==> src/design/rabi_pkg.sv <==
`default_nettype none
package rabi_pkg;

	localparam int QUEUE_DEPTH = 2;
	localparam int DIV_STEPS = 32;
	localparam logic signed [31:0] Q_MAX = 32'sh7fff_ffff;
	localparam logic signed [31:0] Q_MIN = 32'sh8000_0000;

	typedef struct packed {
		logic signed [31:0] start_x;
		logic signed [31:0] start_y;
		logic signed [31:0] start_z;
		logic signed [31:0] dir_x;
		logic signed [31:0] dir_y;
		logic signed [31:0] dir_z;
		logic signed [31:0] box_min_x;
		logic signed [31:0] box_min_y;
		logic signed [31:0] box_min_z;
		logic signed [31:0] box_max_x;
		logic signed [31:0] box_max_y;
		logic signed [31:0] box_max_z;
	} in_t;

	typedef struct packed {
		logic               hit;
		logic signed [31:0] hit_x;
		logic signed [31:0] hit_y;
		logic signed [31:0] hit_z;
	} out_t;

	// one slab plane: sign and overflow of the quotient, dividend split for the divider
	typedef struct packed {
		logic        neg;
		logic        ovf;
		logic [16:0] rem0;
		logic [31:0] num_lo;
	} corner_t;

	typedef struct packed {
		logic signed [31:0] start;
		logic signed [31:0] dir;
		logic [31:0]        dmag;
		logic               zero;
		logic               in_slab;
		corner_t            lo;
		corner_t            hi;
	} axis_t;

	typedef struct packed {
		axis_t [2:0] ax;
	} item_t;

	// saturating signed slab parameter from quotient magnitude
	function automatic logic signed [31:0] sat_param(input logic [31:0] q, input logic neg,
			input logic ovf);
		logic signed [31:0] r;
		if (neg) begin
			if (ovf || q > 32'h8000_0000) r = Q_MIN;
			else r = -$signed(q);
		end else begin
			if (ovf || q[31]) r = Q_MAX;
			else r = $signed(q);
		end
		return r;
	endfunction

endpackage
`default_nettype wire

==> src/design/rabi_queue.sv <==
`default_nettype none
module rabi_queue #(
	parameter int DEPTH = rabi_pkg::QUEUE_DEPTH
) (
	input  wire logic             clk,
	input  wire logic             arst_n,
	input  wire logic             push,
	input  wire rabi_pkg::item_t  wdata,
	input  wire logic             pop,
	output logic                  full,
	output logic                  nonempty,
	output rabi_pkg::item_t       rdata
);

	localparam int PW = (DEPTH > 2) ? $clog2(DEPTH) : 1;
	localparam int CW = $clog2(DEPTH + 1);

	rabi_pkg::item_t mem [DEPTH];
	logic [PW-1:0]   wr_ptr_q;
	logic [PW-1:0]   rd_ptr_q;
	logic [CW-1:0]   count_q;
	logic            do_pop;

	assign full     = (count_q == CW'(DEPTH));
	assign nonempty = (count_q != '0);
	assign do_pop   = pop && nonempty;
	assign rdata    = mem[rd_ptr_q];

	always_ff @(posedge clk) begin
		if (push) begin
			mem[wr_ptr_q] <= wdata;
		end
	end

	always_ff @(posedge clk or negedge arst_n) begin
		if (!arst_n) begin
			wr_ptr_q <= '0;
			rd_ptr_q <= '0;
			count_q  <= '0;
		end else begin
			if (push) begin
				wr_ptr_q <= (wr_ptr_q == PW'(DEPTH - 1)) ? '0 : wr_ptr_q + 1'b1;
			end
			if (do_pop) begin
				rd_ptr_q <= (rd_ptr_q == PW'(DEPTH - 1)) ? '0 : rd_ptr_q + 1'b1;
			end
			if (push && !do_pop) begin
				count_q <= count_q + 1'b1;
			end else if (!push && do_pop) begin
				count_q <= count_q - 1'b1;
			end
		end
	end

endmodule
`default_nettype wire

==> config.mk <==
export PLATFORM = sky130hd
export DESIGN_NAME = rabi_queue
export DESIGN_NICKNAME = d
export VERILOG_FILES = /design/src/design/rabi_pkg.sv /design/src/design/rabi_queue.sv
export SDC_FILE = /design/constraint.sdc
export NUM_CORES = 1
export LEC_CHECK = 0
export BUFFER_PORTS_ARGS = -buffer_cell sky130_fd_sc_hd__buf_2
export CORE_AREA = 2 2 470 472
export DETAILED_ROUTE_END_ITERATION = 7
export DIE_AREA = 0 0 472 474
export GPL_TIMING_DRIVEN = 1
export PLACE_DENSITY = 0.45
export SLEW_MARGIN = 20
export SYNTH_ARGS = -nofsm -noshare
export SYNTH_HDL_FRONTEND = slang
export SYNTH_SLANG_ARGS = --single-unit
==> constraint.sdc <==
create_clock -name clk -period 54.5 [get_ports clk]
set_input_delay 5.45 -clock clk [delete_from_list [all_inputs] [get_ports clk]]
set_output_delay 5.45 -clock clk [all_outputs]
set_load 0.005 [all_outputs]
Word-level counts from Yosys, hierarchy flattened
Memory sizes are Yosys's and may differ from the RTL's.
Index checks and enable logic that the tools add are counted.

cells by class
  mux-type cells = 6
  add/subtract/negate cells = 4
  reductions and logical operators = 7
  equal/unequal tests = 1

operator list
  kind                   count
  $mux W1                4
  $mux W2                2
  $reduce_bool A2 Y1     2
  $logic_and A1 B1 Y1    3
  $add A1 B1 Y1 const B  2
  $add A2 B1 Y2 const B  1
  $eq A2 B2 Y1 const B   1
  $logic_not A1 Y1       2
  $sub A2 B1 Y2 const B  1

word-level totals
  bits in registers = 4
  bits in writable memories = 1,200
  input bits = 604
  logic and storage cells = 22
  memories kept = 1
  output and inout port bits = 602

memories
  name  words  width  read ports  clocked after memory_dff  write ports  line              text
  mem   2      600    1           0                         1            rabi_queue.sv:18  rabi_pkg::item_t mem [DEPTH];

Depth between registers and ports, before layout
  word-level depth = 5
  mapped depth = 6
  mapped depth without buffers = 6

Least setup slack after synthesis
Ideal clock, no wire load.

  path kind = input -> register
  from = in push
  to = mem mem[0][0] in the netlist's numbering, enable pin
  data required time = 52.850 ns
  slack = 21.690 ns
  stages on the path = 1
  data arrival time = 31.159 ns
  buffers on the path = 0
  setup time = 1.650 ns
  cells stage by stage = nor2b_1

between the ends
  longest elaborated chain between the ends = 2

RTL lines
  element                        line              text
  start, declared                rabi_queue.sv:7   input wire logic push,
  $mux W1                        rabi_queue.sv:30  if (push) begin
  $mux W1 (not written as such)  rabi_queue.sv:31  mem[wr_ptr_q] <= wdata;
  end, declared                  rabi_queue.sv:18

No other way between the ends.

==> implementation parameters <==
Parameter                              Value

Outcome
  Status ... finished, final reports clean

Layout
  Area growth syn-to-layout ... 31.2%
  Layout fillers ... between 20000 and 25000
  Count of nets after finishing ... 3791
  Final non-filler cell area ... 0.0574 sq mm
  Share of layout cells above drive strength 1 ... 0.614

Timing
  Post-layout min period ... about 12 ns
  Measured slew at the worst slew-check pin ... roughly 1.2 ns
  Final Hold Violating Endpoints ... 0
  Final number of max-transition violations ... 0
  Worst slew margin relative to its limit ... 0.219
  Final critical-path setup slack ... 42.40 ns
  Highest clock rate ... 82.7 MHz
  Setup TNS after final layout ... 0 ns
  Period utilisation layout ... 0.222
  Unrepaired setup endpoints after global routing ... no
  Final Setup Violations ... 0
  Fin Clk Skew ... roughly 0.03 ns

Power and ir drop
  Max rail drop VDD ... 0.0350 mV
  Part of the total power dissipated in the clock network ... 0.305
  Sw Share ... 0.293
  Proportion of power drawn by combinational gates ... 0.269
  Net Sw Power ... 0.000882 W
  Internal power ... 0.00213 W
  Power density over the cells ... ~52 mW/mm^2
  Share of power burned in registers ... 0.426
  Leak ... 20.7 nW

Floorplanning
  Core Footprint ... 0.219 sq mm
  Number of placement rows ... 172
  Num ports ... about 1200
  Floorplan die area ... 0.224 sq mm
  Chip height ... 474 um
  Initial core utilization ... 0.200
  Horizontal die dimension ... about 470 um

Yosys
  Most common cell in the synthesized netlist ... sky130_fd_sc_hd__edfxtp_1
  Post-synth cell types ... 13
  Leading register cell type out of synthesis ... sky130_fd_sc_hd__edfxtp_1
  Post-synthesis instance total ... 1883
  Synth cell count leaders ... sky130_fd_sc_hd__edfxtp_1 (1200), sky130_fd_sc_hd__mux2_2 (600), sky130_fd_sc_hd__buf_6 (66)
  Netlist area before placement ... 0.0437 sq mm
  Leading area contributor after synthesis ... sky130_fd_sc_hd__edfxtp_1
  Syn Area/Cell ... 23.2 sq um
  Number of enable-type register cells in the synthesized netlist ... 1200
  Yosys reg bits ... approximately 1200
  Post-synthesis sequential area ratio ... 0.826
  Top cells by area in the synthesized netlist ... sky130_fd_sc_hd__edfxtp_1 (82%), sky130_fd_sc_hd__mux2_2 (15%), sky130_fd_sc_hd__buf_6 (1.7%), sky130_fd_sc_hd__dfrtp_1 (0.23%), sky130_fd_sc_hd__xor2_1 (0.060%)
  Share of flip-flops with an asynchronous set or reset after synthesis ... 0.00332
  Total of warnings raised by yosys ... 0
  Synthesized Nets ... 2488
  Fraction of synthesized cell area taken by the top area cell type ... 0.824

CTS
  Worst skew pair latency ... 0.75 ns
  Count of hold buffers inserted by post-cts repair ... 0
  CTS resizes ... 0
  CTS H-Tree Depth ... 4
  Total clock sinks ... around 1200
  Number of setup buffers added after CTS ... 0
  CTS Buf Count ... 138
  CTS tree ... yes
  Number of buffers on the longest clock path ... 3
  Clock transition time at the flip-flop clock pins of the worst setup and hold paths ... 0.05 ns
  CTS Root Cell ... sky130_fd_sc_hd__clkbuf_16

Worst setup path
  Critical path peak fanout ... 73
  Worst r2r path cells ... 6
  Internal reg-to-reg setup slack ... 49.19 ns
  Capturing point of the worst reg2reg path ... mem[1][318]
  Worst path cell trace ... buf_4, buf_4, buf_4, buf_4, buf_4, mux2_2, buf_2
  WP buf/inv ... 6
  Endpoint of the worst setup timing path ... rdata[333]
  Arrival @ worst endpoint ... 6.65 ns
  Critical path depth ... 7
  Most frequent cell on the critical path ... sky130_fd_sc_hd__buf_4
  Data required, critical path ... between 40 and 50 ns
  Startpoint of the worst setup timing path ... rd_ptr_q
  Category of the most critical setup path ... flip-flop to output port
  Startpoint Class ... flip-flop
  R2r startpoint ... wr_ptr_q
  Worst setup EP type ... output port
  Cell class contributing the biggest share of worst-path delay ... buffers and inverters
  Cell type of the slowest stage on the worst timing path ... sky130_fd_sc_hd__dfrtp_4
  Largest stage delay on the critical path ... 1.07 ns

Routing
  ANT nets after route ... 0
  Post-route DRC ... 0
  Final Routed Wirelength ... ~150000 um
  Count of routing violations after the opening detailed-route iteration ... 1617
  Number of optimization iterations in the first detailed-route pass ... 5
  Routed via count ... 23600
  Vias per Instance ... 3.82
  Average detailed-routed wire length per instance ... 23.7 um

Place
  Placed cell area ... ~0.053 sq mm
  HPWL after detailed placement ... 110000 um
  Worst-case setup slack after placement ... 43.16 ns
  Number of buffer cells added on primary ports ... 1205
  Routability congestion estimate from global placement ... 0.851

Global route
  Wire length of the first global-routing pass ... 196000 um
  Antenna violations before repair ... 100
  Largest net degree at the start of global routing ... 145
  Gr usage total ... 0.125
  Vias in the first global route ... 24200
  Total gr overflow ... 0

Min path
  Hold Path Cell Cnt ... 1
  Kind of path behind the tightest hold check ... flip-flop to flip-flop

Job
  Max-cap check violation count ... 0
==> worst min-delay path by stage <==
| stage | start | end | slack, ns |
|---|---|---|---|
| after global routing | count_q[1] | count_q[1] | 0.52 |
| after floorplan | count_q[1] | count_q[1] | 0.45 |
| after CTS | count_q[1] | count_q[1] | 0.52 |
| final | count_q[1] | count_q[1] | 0.52 |
| after global placement | count_q[1] | count_q[1] | 0.49 |
| after detailed placement | count_q[1] | count_q[1] | 0.51 |
==> through the flow <==
step                      total power, W  utilization  hold slack [ns]  cells
after floorplan                  0.00190            -            0.447   1883
after global placement           0.00213        0.242            0.490   5917
after detailed placement         0.00213        0.242            0.510   5917
after CTS                        0.00307        0.262            0.518   6150
after global routing             0.00315        0.262            0.521   6154
final                            0.00301        0.262            0.519   6175
==> power by group through the flow <==
stage | Sequential (W) | Combinational, W | Clock, W
global route | 0.00130 | 0.000869 | 0.000979
floorplan | 0.00144 | 0.000459 | 0
detailed placement | 0.00130 | 0.000828 | 0
finish | 0.00128 | 0.000810 | 0.000917
CTS | 0.00129 | 0.000834 | 0.000947
global placement | 0.00130 | 0.000830 | 0
==> sequential cells by signal, indices dropped and copies added, names as in the netlist <==
signal and count:
wr_ptr_q 1, mem 1200, rd_ptr_q 1, count_q 2
==> cell usage in the layout (no fill, tap or decap), drive strengths merged <==
cell	synthesis	final
xor2	3	3
bufinv	0	15
ha	1	1
inv	0	7
buf	67	1230
or2	1	1
clkbuf	0	173
diode	0	25
clkinv	0	38
xnor2	2	2
nor2	1	1
and2	1	1
edfxtp	1200	1200
mux2	600	600
nor2b	2	2
dfrtp	4	4
nand2	1	1
==> logic make-up after synthesis <==
logic type,synth area share
xor gates and xnor gates,0.00100
adders and majority gates,0.000286
buffers and inverters,0.0171
DFF,0.826
muxes,0.155
and+or+nand+nor,0.000744
==> cell type report <==
type,count,area [sq um],share of cell area
antenna,25,62.6,0.00109
clock inverter,60,808,0.0141
tap,2871,3590,0.0626
multi-input combinational,612,6860,0.119
sequential,1204,36100,0.630
clock buffer,173,3650,0.0636
timing repair buffer,1230,6270,0.109
==> per-layer routing <==
| metal | wire length, um | GRT usage | vias up |
|---|---|---|---|
| met5 | 450 | 0 | - |
| met4 | 3290 | 0.0328 | 72 |
| met3 | 15900 | 0.0584 | 290 |
| met2 | 67800 | 0.201 | 1117 |
| met1 | 59000 | 0.149 | 11900 |
| li1 | - | - | 10200 |
Note: power is estimated with default switching activity, not from simulation.
