[config.mk]
export PLATFORM = sky130hd
export DESIGN_NAME = rabi_front
export DESIGN_NICKNAME = d
export VERILOG_FILES = /design/src/design/rabi_pkg.sv /design/src/design/rabi_front.sv
export SDC_FILE = /design/constraint.sdc
export NUM_CORES = 1
export LEC_CHECK = 0
export ABC_CLOCK_PERIOD_IN_PS = 25000
export BUFFER_PORTS_ARGS = -buffer_cell sky130_fd_sc_hd__buf_4
export CELL_PAD_IN_SITES_DETAIL_PLACEMENT = 1
export CELL_PAD_IN_SITES_GLOBAL_PLACEMENT = 2
export CORE_AREA = 2 2 380 382
export CTS_CLUSTER_SIZE = 24
export DETAILED_ROUTE_END_ITERATION = 6
export DIE_AREA = 0 0 382 384
export PLACE_DENSITY = 0.68
export SYNTH_ARGS = -nofsm -noshare
export SYNTH_HDL_FRONTEND = slang
export SYNTH_SLANG_ARGS = --single-unit
[constraint.sdc]
create_clock -name clk -period 25 [get_ports clk]
set_input_delay 5 -clock clk [delete_from_list [all_inputs] [get_ports clk]]
set_output_delay 5 -clock clk [all_outputs]
set_load 0.01 [all_outputs]
[src/design/rabi_pkg.sv]
`default_nettype none
package rabi_pkg;

	localparam int QUEUE_DEPTH = 2;
	localparam int DIV_STEPS = 32;
	localparam logic signed [31:0] Q_MAX = 32'sh7fff_ffff;
	localparam logic signed [31:0] Q_MIN = 32'sh8000_0000;

	typedef struct packed {
		logic signed [31:0] start_x;
		logic signed [31:0] start_y;
		logic signed [31:0] start_z;
		logic signed [31:0] dir_x;
		logic signed [31:0] dir_y;
		logic signed [31:0] dir_z;
		logic signed [31:0] box_min_x;
		logic signed [31:0] box_min_y;
		logic signed [31:0] box_min_z;
		logic signed [31:0] box_max_x;
		logic signed [31:0] box_max_y;
		logic signed [31:0] box_max_z;
	} in_t;

	typedef struct packed {
		logic               hit;
		logic signed [31:0] hit_x;
		logic signed [31:0] hit_y;
		logic signed [31:0] hit_z;
	} out_t;

	// one slab plane: sign and overflow of the quotient, dividend split for the divider
	typedef struct packed {
		logic        neg;
		logic        ovf;
		logic [16:0] rem0;
		logic [31:0] num_lo;
	} corner_t;

	typedef struct packed {
		logic signed [31:0] start;
		logic signed [31:0] dir;
		logic [31:0]        dmag;
		logic               zero;
		logic               in_slab;
		corner_t            lo;
		corner_t            hi;
	} axis_t;

	typedef struct packed {
		axis_t [2:0] ax;
	} item_t;

	// saturating signed slab parameter from quotient magnitude
	function automatic logic signed [31:0] sat_param(input logic [31:0] q, input logic neg,
			input logic ovf);
		logic signed [31:0] r;
		if (neg) begin
			if (ovf || q > 32'h8000_0000) r = Q_MIN;
			else r = -$signed(q);
		end else begin
			if (ovf || q[31]) r = Q_MAX;
			else r = $signed(q);
		end
		return r;
	endfunction

endpackage
`default_nettype wire

[src/design/rabi_front.sv]
`default_nettype none
module rabi_front (
	input  wire logic           clk,
	input  wire logic           arst_n,
	input  wire logic           start,
	output logic                busy,
	input  wire rabi_pkg::in_t  req,
	input  wire logic           full,
	output logic                push,
	output rabi_pkg::item_t     item
);

	logic           valid_s1;
	rabi_pkg::in_t  req_s1;
	logic           accept;

	logic signed [31:0] s  [3];
	logic signed [31:0] d  [3];
	logic signed [31:0] lo [3];
	logic signed [31:0] hi [3];
	logic signed [32:0] dlo [3];
	logic signed [32:0] dhi [3];
	logic [32:0]        mlo [3];
	logic [32:0]        mhi [3];
	logic [31:0]        dm  [3];

	assign busy   = valid_s1 && full;
	assign push   = valid_s1 && !full;
	assign accept = start && !busy;

	always_ff @(posedge clk or negedge arst_n) begin
		if (!arst_n) begin
			valid_s1 <= 1'b0;
		end else if (accept) begin
			valid_s1 <= 1'b1;
		end else if (push) begin
			valid_s1 <= 1'b0;
		end
	end

	always_ff @(posedge clk) begin
		if (accept) begin
			req_s1 <= req;
		end
	end

	always_comb begin
		s[0]  = req_s1.start_x;   s[1]  = req_s1.start_y;   s[2]  = req_s1.start_z;
		d[0]  = req_s1.dir_x;     d[1]  = req_s1.dir_y;     d[2]  = req_s1.dir_z;
		lo[0] = req_s1.box_min_x; lo[1] = req_s1.box_min_y; lo[2] = req_s1.box_min_z;
		hi[0] = req_s1.box_max_x; hi[1] = req_s1.box_max_y; hi[2] = req_s1.box_max_z;
		for (int i = 0; i < 3; i++) begin
			dlo[i] = 33'(lo[i]) - 33'(s[i]);
			dhi[i] = 33'(hi[i]) - 33'(s[i]);
			mlo[i] = dlo[i][32] ? 33'(-dlo[i]) : 33'(dlo[i]);
			mhi[i] = dhi[i][32] ? 33'(-dhi[i]) : 33'(dhi[i]);
			dm[i]  = d[i][31] ? 32'(-d[i]) : 32'(d[i]);
			item.ax[i].start         = s[i];
			item.ax[i].dir           = d[i];
			item.ax[i].dmag          = dm[i];
			item.ax[i].zero          = (d[i] == 32'sd0);
			item.ax[i].in_slab       = (lo[i] <= s[i]) && (s[i] <= hi[i]);
			// dividend is |diff| * 2^16; upper 17 bits seed the remainder
			item.ax[i].lo.neg        = dlo[i][32] ^ d[i][31];
			item.ax[i].lo.rem0       = mlo[i][32:16];
			item.ax[i].lo.num_lo     = {mlo[i][15:0], 16'h0000};
			item.ax[i].lo.ovf        = {15'd0, mlo[i][32:16]} >= dm[i];
			item.ax[i].hi.neg        = dhi[i][32] ^ d[i][31];
			item.ax[i].hi.rem0       = mhi[i][32:16];
			item.ax[i].hi.num_lo     = {mhi[i][15:0], 16'h0000};
			item.ax[i].hi.ovf        = {15'd0, mhi[i][32:16]} >= dm[i];
		end
	end

endmodule
`default_nettype wire

======== Word level (Yosys, flattened, before mapping) ========
Cells that the tools add are included.
operators by class
  add/subtract/negate cells ............... 15
  $lt $le $gt $ge ......................... 12
  muxes and demuxes ....................... 11
  bitwise logic cells ..................... 6
  reductions and logical operators ........ 12
operators by type and width
  kind                             number
  two-way mux 33 bit               6
  negator 33 bit                   6
  subtractor 32 x 32 -> 33 bit     6
  >= comparator 17 x 32 -> 1 bit   6
  less-or-equal comparator 32 bit  6
  zero test 32 bit                 3
  two-way mux 32 bit               3
  negator 32 bit                   3
  logical AND 1 bit                6
  XOR 1 bit                        6
  zero test 1 bit                  2
  two-way mux 1 bit                2
  nonzero test 2 bit               1
storage, ports and cells
  register bits ........................... 385
  input bits .............................. 388
  output and inout port bits .............. 602

======== Longest topological paths before layout ========
  depth in word-level cells ............... 4
  mapped depth ............................ 25

======== Worst setup path before layout ========
OpenSTA, ideal clock, no wires.
  path kind ............................... input port to flip-flop
  from .................................... input full
  to ...................................... register req_s1, in the netlist hi[0], enable pin
  arrival time ............................ 22060 ps
  slack ................................... 1758 ps
  stages .................................. 2
  path buffers ............................ 0
  cell sequence ........................... and2_1 nor2b_1
on the way
  longest elaborated chain between the ends .. 3
ends and longest elaborated chain
  what                  line              source
  from (decl)           rabi_front.sv:8   input wire logic full,
  logical AND 1 bit     rabi_front.sv:27  assign busy = valid_s1 && full;
  zero test 1 bit       rabi_front.sv:29  assign accept = start && !busy;
  logical AND 1 bit     rabi_front.sv:29
  net accept            rabi_front.sv:15  logic accept;
  to (signal assigned)  rabi_front.sv:43  req_s1 <= req;
  to (decl)             rabi_front.sv:14  rabi_pkg::in_t req_s1;
The timed path passes the listed nets, and every way through them passes these cells.
A chain may end at the register's enable or synchronous reset.

==> flow_summary.yaml <==
run_status:
  outcome: "finished, final reports clean"
hold_path:
  hp-class: "register to register"
  min_to: "valid_s1"
  hold_path_depth: 2
  min_from: "valid_s1"
drt:
  wl_per_cell_um: 26.7
  wirelength_um: 173000
  viasPerCell: 5.00
  drtPass1Iterations: 5
  vias: 32500
  drt_first_iter_violations: 2113
  final_antenna_net_count: 0
  drc_errors: 0
pwr:
  ir_worst_vdd_mv: 0.0654
  leakage_nw: 18.6
  powerDensity_nw_per_um2: 66.8
synth:
  synthesis.area_um2: 33800
  synthArstFlopShare_pct: 0.260
  ys_types: 91
  synthFlopType: "edfxtp_1"
  yosys_warnings: 0
  synthCells: 3697
  seq_area_frac_synth_pct: 34.2
  avgSynthCellArea_um2: 9.13
  synth-edff-count: 384
  ys_seq_elements: 385
global_route:
  track_usage_pct: 22.6
  grt_start_max_net_pins: 149
  grt_pass1_wl_um: 241000
  grt_pass1_vias: 32800
  grt_antenna_before_repair: 16
  grt_overflow: 0
timing:
  max-slew-margin-rel_pct: 17.4
  final-setup-viol-count: 0
  rsz0062_at_grt: "false"
  drv_slew: 0
  final.setup.tns_ns: 0
  fin_skew_ns: 0.0162
  tightest_slew_ns: 1.23
  final-hold-violation-count: 0
  max_freq_mhz: 83.7
  period_needed_ns: 11.95
  final.period_utilization_pct: 47.8
die:
  initial_core_util_pct: 23.7
  fp.dieH_um: 384
  ios: 990
  die_area_um2: 147000
  core_area_um2: 143000
  die_w_um: 382
  placementRows: 139
critical_path:
  arrival_ns: 6.95
  cp_max_fo: 7
  crit_path_start_kind: "register"
  rr_startpoint: "valid_s1"
  rrSetupSlack_ns: 21.49
  r2r_end: "item[348]"
  end_kind: "output pin"
  rr_worst_depth: 5
  cp.required_ns: 20.00
  worstSetupPathType: "register to output pin"
clock_network:
  post_cts_buffers: 0
  numCtsBuffers: 55
  postCtsResizedCells: 0
  clk_latency_ns: 0.65
  ctsRootBufferMaster: "clkbuf_16"
  cts_tree: "yes"
  postCtsHoldBufs: 0
  clockBufferDepth: 3
  htreeDepth: 2
  cts.sinks: 385
  clkTransAtPathRegs_ns: 0.06
placed_design:
  io_buffer_count: 893
  place_congestion: 0.952
  dp_cells: 6383
  hpwl_um: 149000
flow_run:
  max_cap_viol_count: 0
cells_and_area:
  final_cell_count_no_fill: 6493
  nets: 5240
  area_growth_pct: 30.6
  nFillCells: 16800
  drive_gt1_share_pct: 23.3
[cell usage after synthesis (all sizes together) (30+ instances only)]
master	count	share of area, %
nand4	61	1.1
nor3	83	1.2
or3	34	0.64
xnor2	272	7.1
nor4	33	0.61
buf	106	2.3
and2	33	0.61
a21o	119	2.6
o31ai	56	1.3
o21ai	222	3.3
nor2	235	2.6
xor2	134	3.5
ha	309	11
clkbuf	123	1.4
nand3	66	0.98
o21a	39	0.87
nor2b	43	0.80
inv	236	2.6
a21oi	276	4.1
nand2	252	2.8
edfxtp	384	34
a31oi	59	1.1
nand2b	43	0.80
and3	34	0.63
a211oi	30	0.67
o21bai	30	0.67
[power breakdown]
part	leakage (nW)	internal, mW	switching, mW
combinational	14.0	0.514	0.806
sequential	3.67	0.756	0.0325
clock	0.907	0.503	0.335
[flip-flops by register name, indices dropped and copies added, names as in the netlist]
signal / flops
valid_s1: 1
hi: 96
lo: 96
item: 192
[cells in the final DEF (no fill, tap or decap), types with 56 or more instances in the layout]
cell type    n
ha_1       309
conb_1      96
clkbuf_16   56
nor2_1     235
nand3_1     66
edfxtp_1   384
buf_4      916
a31oi_1     59
nor3_1      83
a21o_1     119
xor2_1     134
inv_1      236
o21ai_0    219
nand4_1     61
nand2_1    251
a21oi_1    275
xnor2_1    272
[through the flow]
step           instance area (um^2)  utilization [%]  hold slack, ns  setup WS (ns)  power, mW
2_1_floorplan                 34100                -           0.649           1.76       1.51
3_3_place_gp                  42200             29.5           0.720          13.77       2.11
3_5_place_dp                  42200             29.5           0.734          13.74       2.12
4_1_cts                       44100             30.9           0.753          12.97       2.97
5_1_grt                       44100             30.9           0.792          12.39       3.10
6_report                      44100             30.9           0.750          13.05       2.95
[area by class of cell]
| cell class | count | area (um^2) | share of cell area [%] |
|---|---|---|---|
| clock inverters | 39 | 462 | 1.05 |
| flip-flops and latches | 385 | 11600 | 26.2 |
| inverters | 236 | 886 | 2.01 |
| diodes | 7 | 17.5 | 0.0397 |
| clock buffers | 64 | 1430 | 3.25 |
| multi-input cells | 2942 | 20500 | 46.4 |
| repair buffers | 917 | 6900 | 15.6 |
| well taps | 1903 | 2380 | 5.40 |
[how the worst max path moves through the flow]
stage,start,endpoint,slack (ns),cells after the start
after global placement,item[169],item[49],13.77,24
after global routing,item[572],item[449],12.39,24
after floorplan,full,hi[0],1.76,2
after CTS,item[169],item[49],12.97,24
after detailed placement,item[369],item[300],13.74,23
final,item[369],item[300],13.05,23
[cells by family after synthesis]
kind of cell             synth area share (%)
multiplexers                            0.689
XOR/XNOR                                 10.5
AO/OA/AOI/OAI                            20.6
flip-flops                               34.2
other                                  0.0111
adder cells (fa/ha/maj)                  11.8
buffers and inverters                    6.32
AND/OR/NAND/NOR                          15.8
[critical path, stage by stage, from the launching register on]
cell and delay (ns):
edfxtp_1 0.40, inv_1 0.15, ha_1 0.35, nor2b_1 0.32, o31ai_2 0.18, a2111oi_0 0.87, nor2_1 0.27, o21ai_0 0.29
xor2_1 0.15, or3_1 0.48, nor4_1 0.70, a21oi_1 0.19, xnor2_1 0.38, ha_1 0.32, a21o_1 0.17, a21oi_1 0.14
nor2b_1 0.06, o21ai_0 0.14, nand2b_1 0.07, a21oi_1 0.15, nor2b_1 0.06, o21ai_0 0.18, a21oi_1 0.11, buf_4 0.16
[per-layer routing]
layer	global-route usage (%)	up-vias	share of wire, %
met1	28.1	16100	42
met2	38.1	987	48
met3	5.11	187	6.7
met4	8.03	6	3.5
met5	0	-	0.021
li1	-	15200	-
No activity file was read; power rests on OpenSTA's default activity.
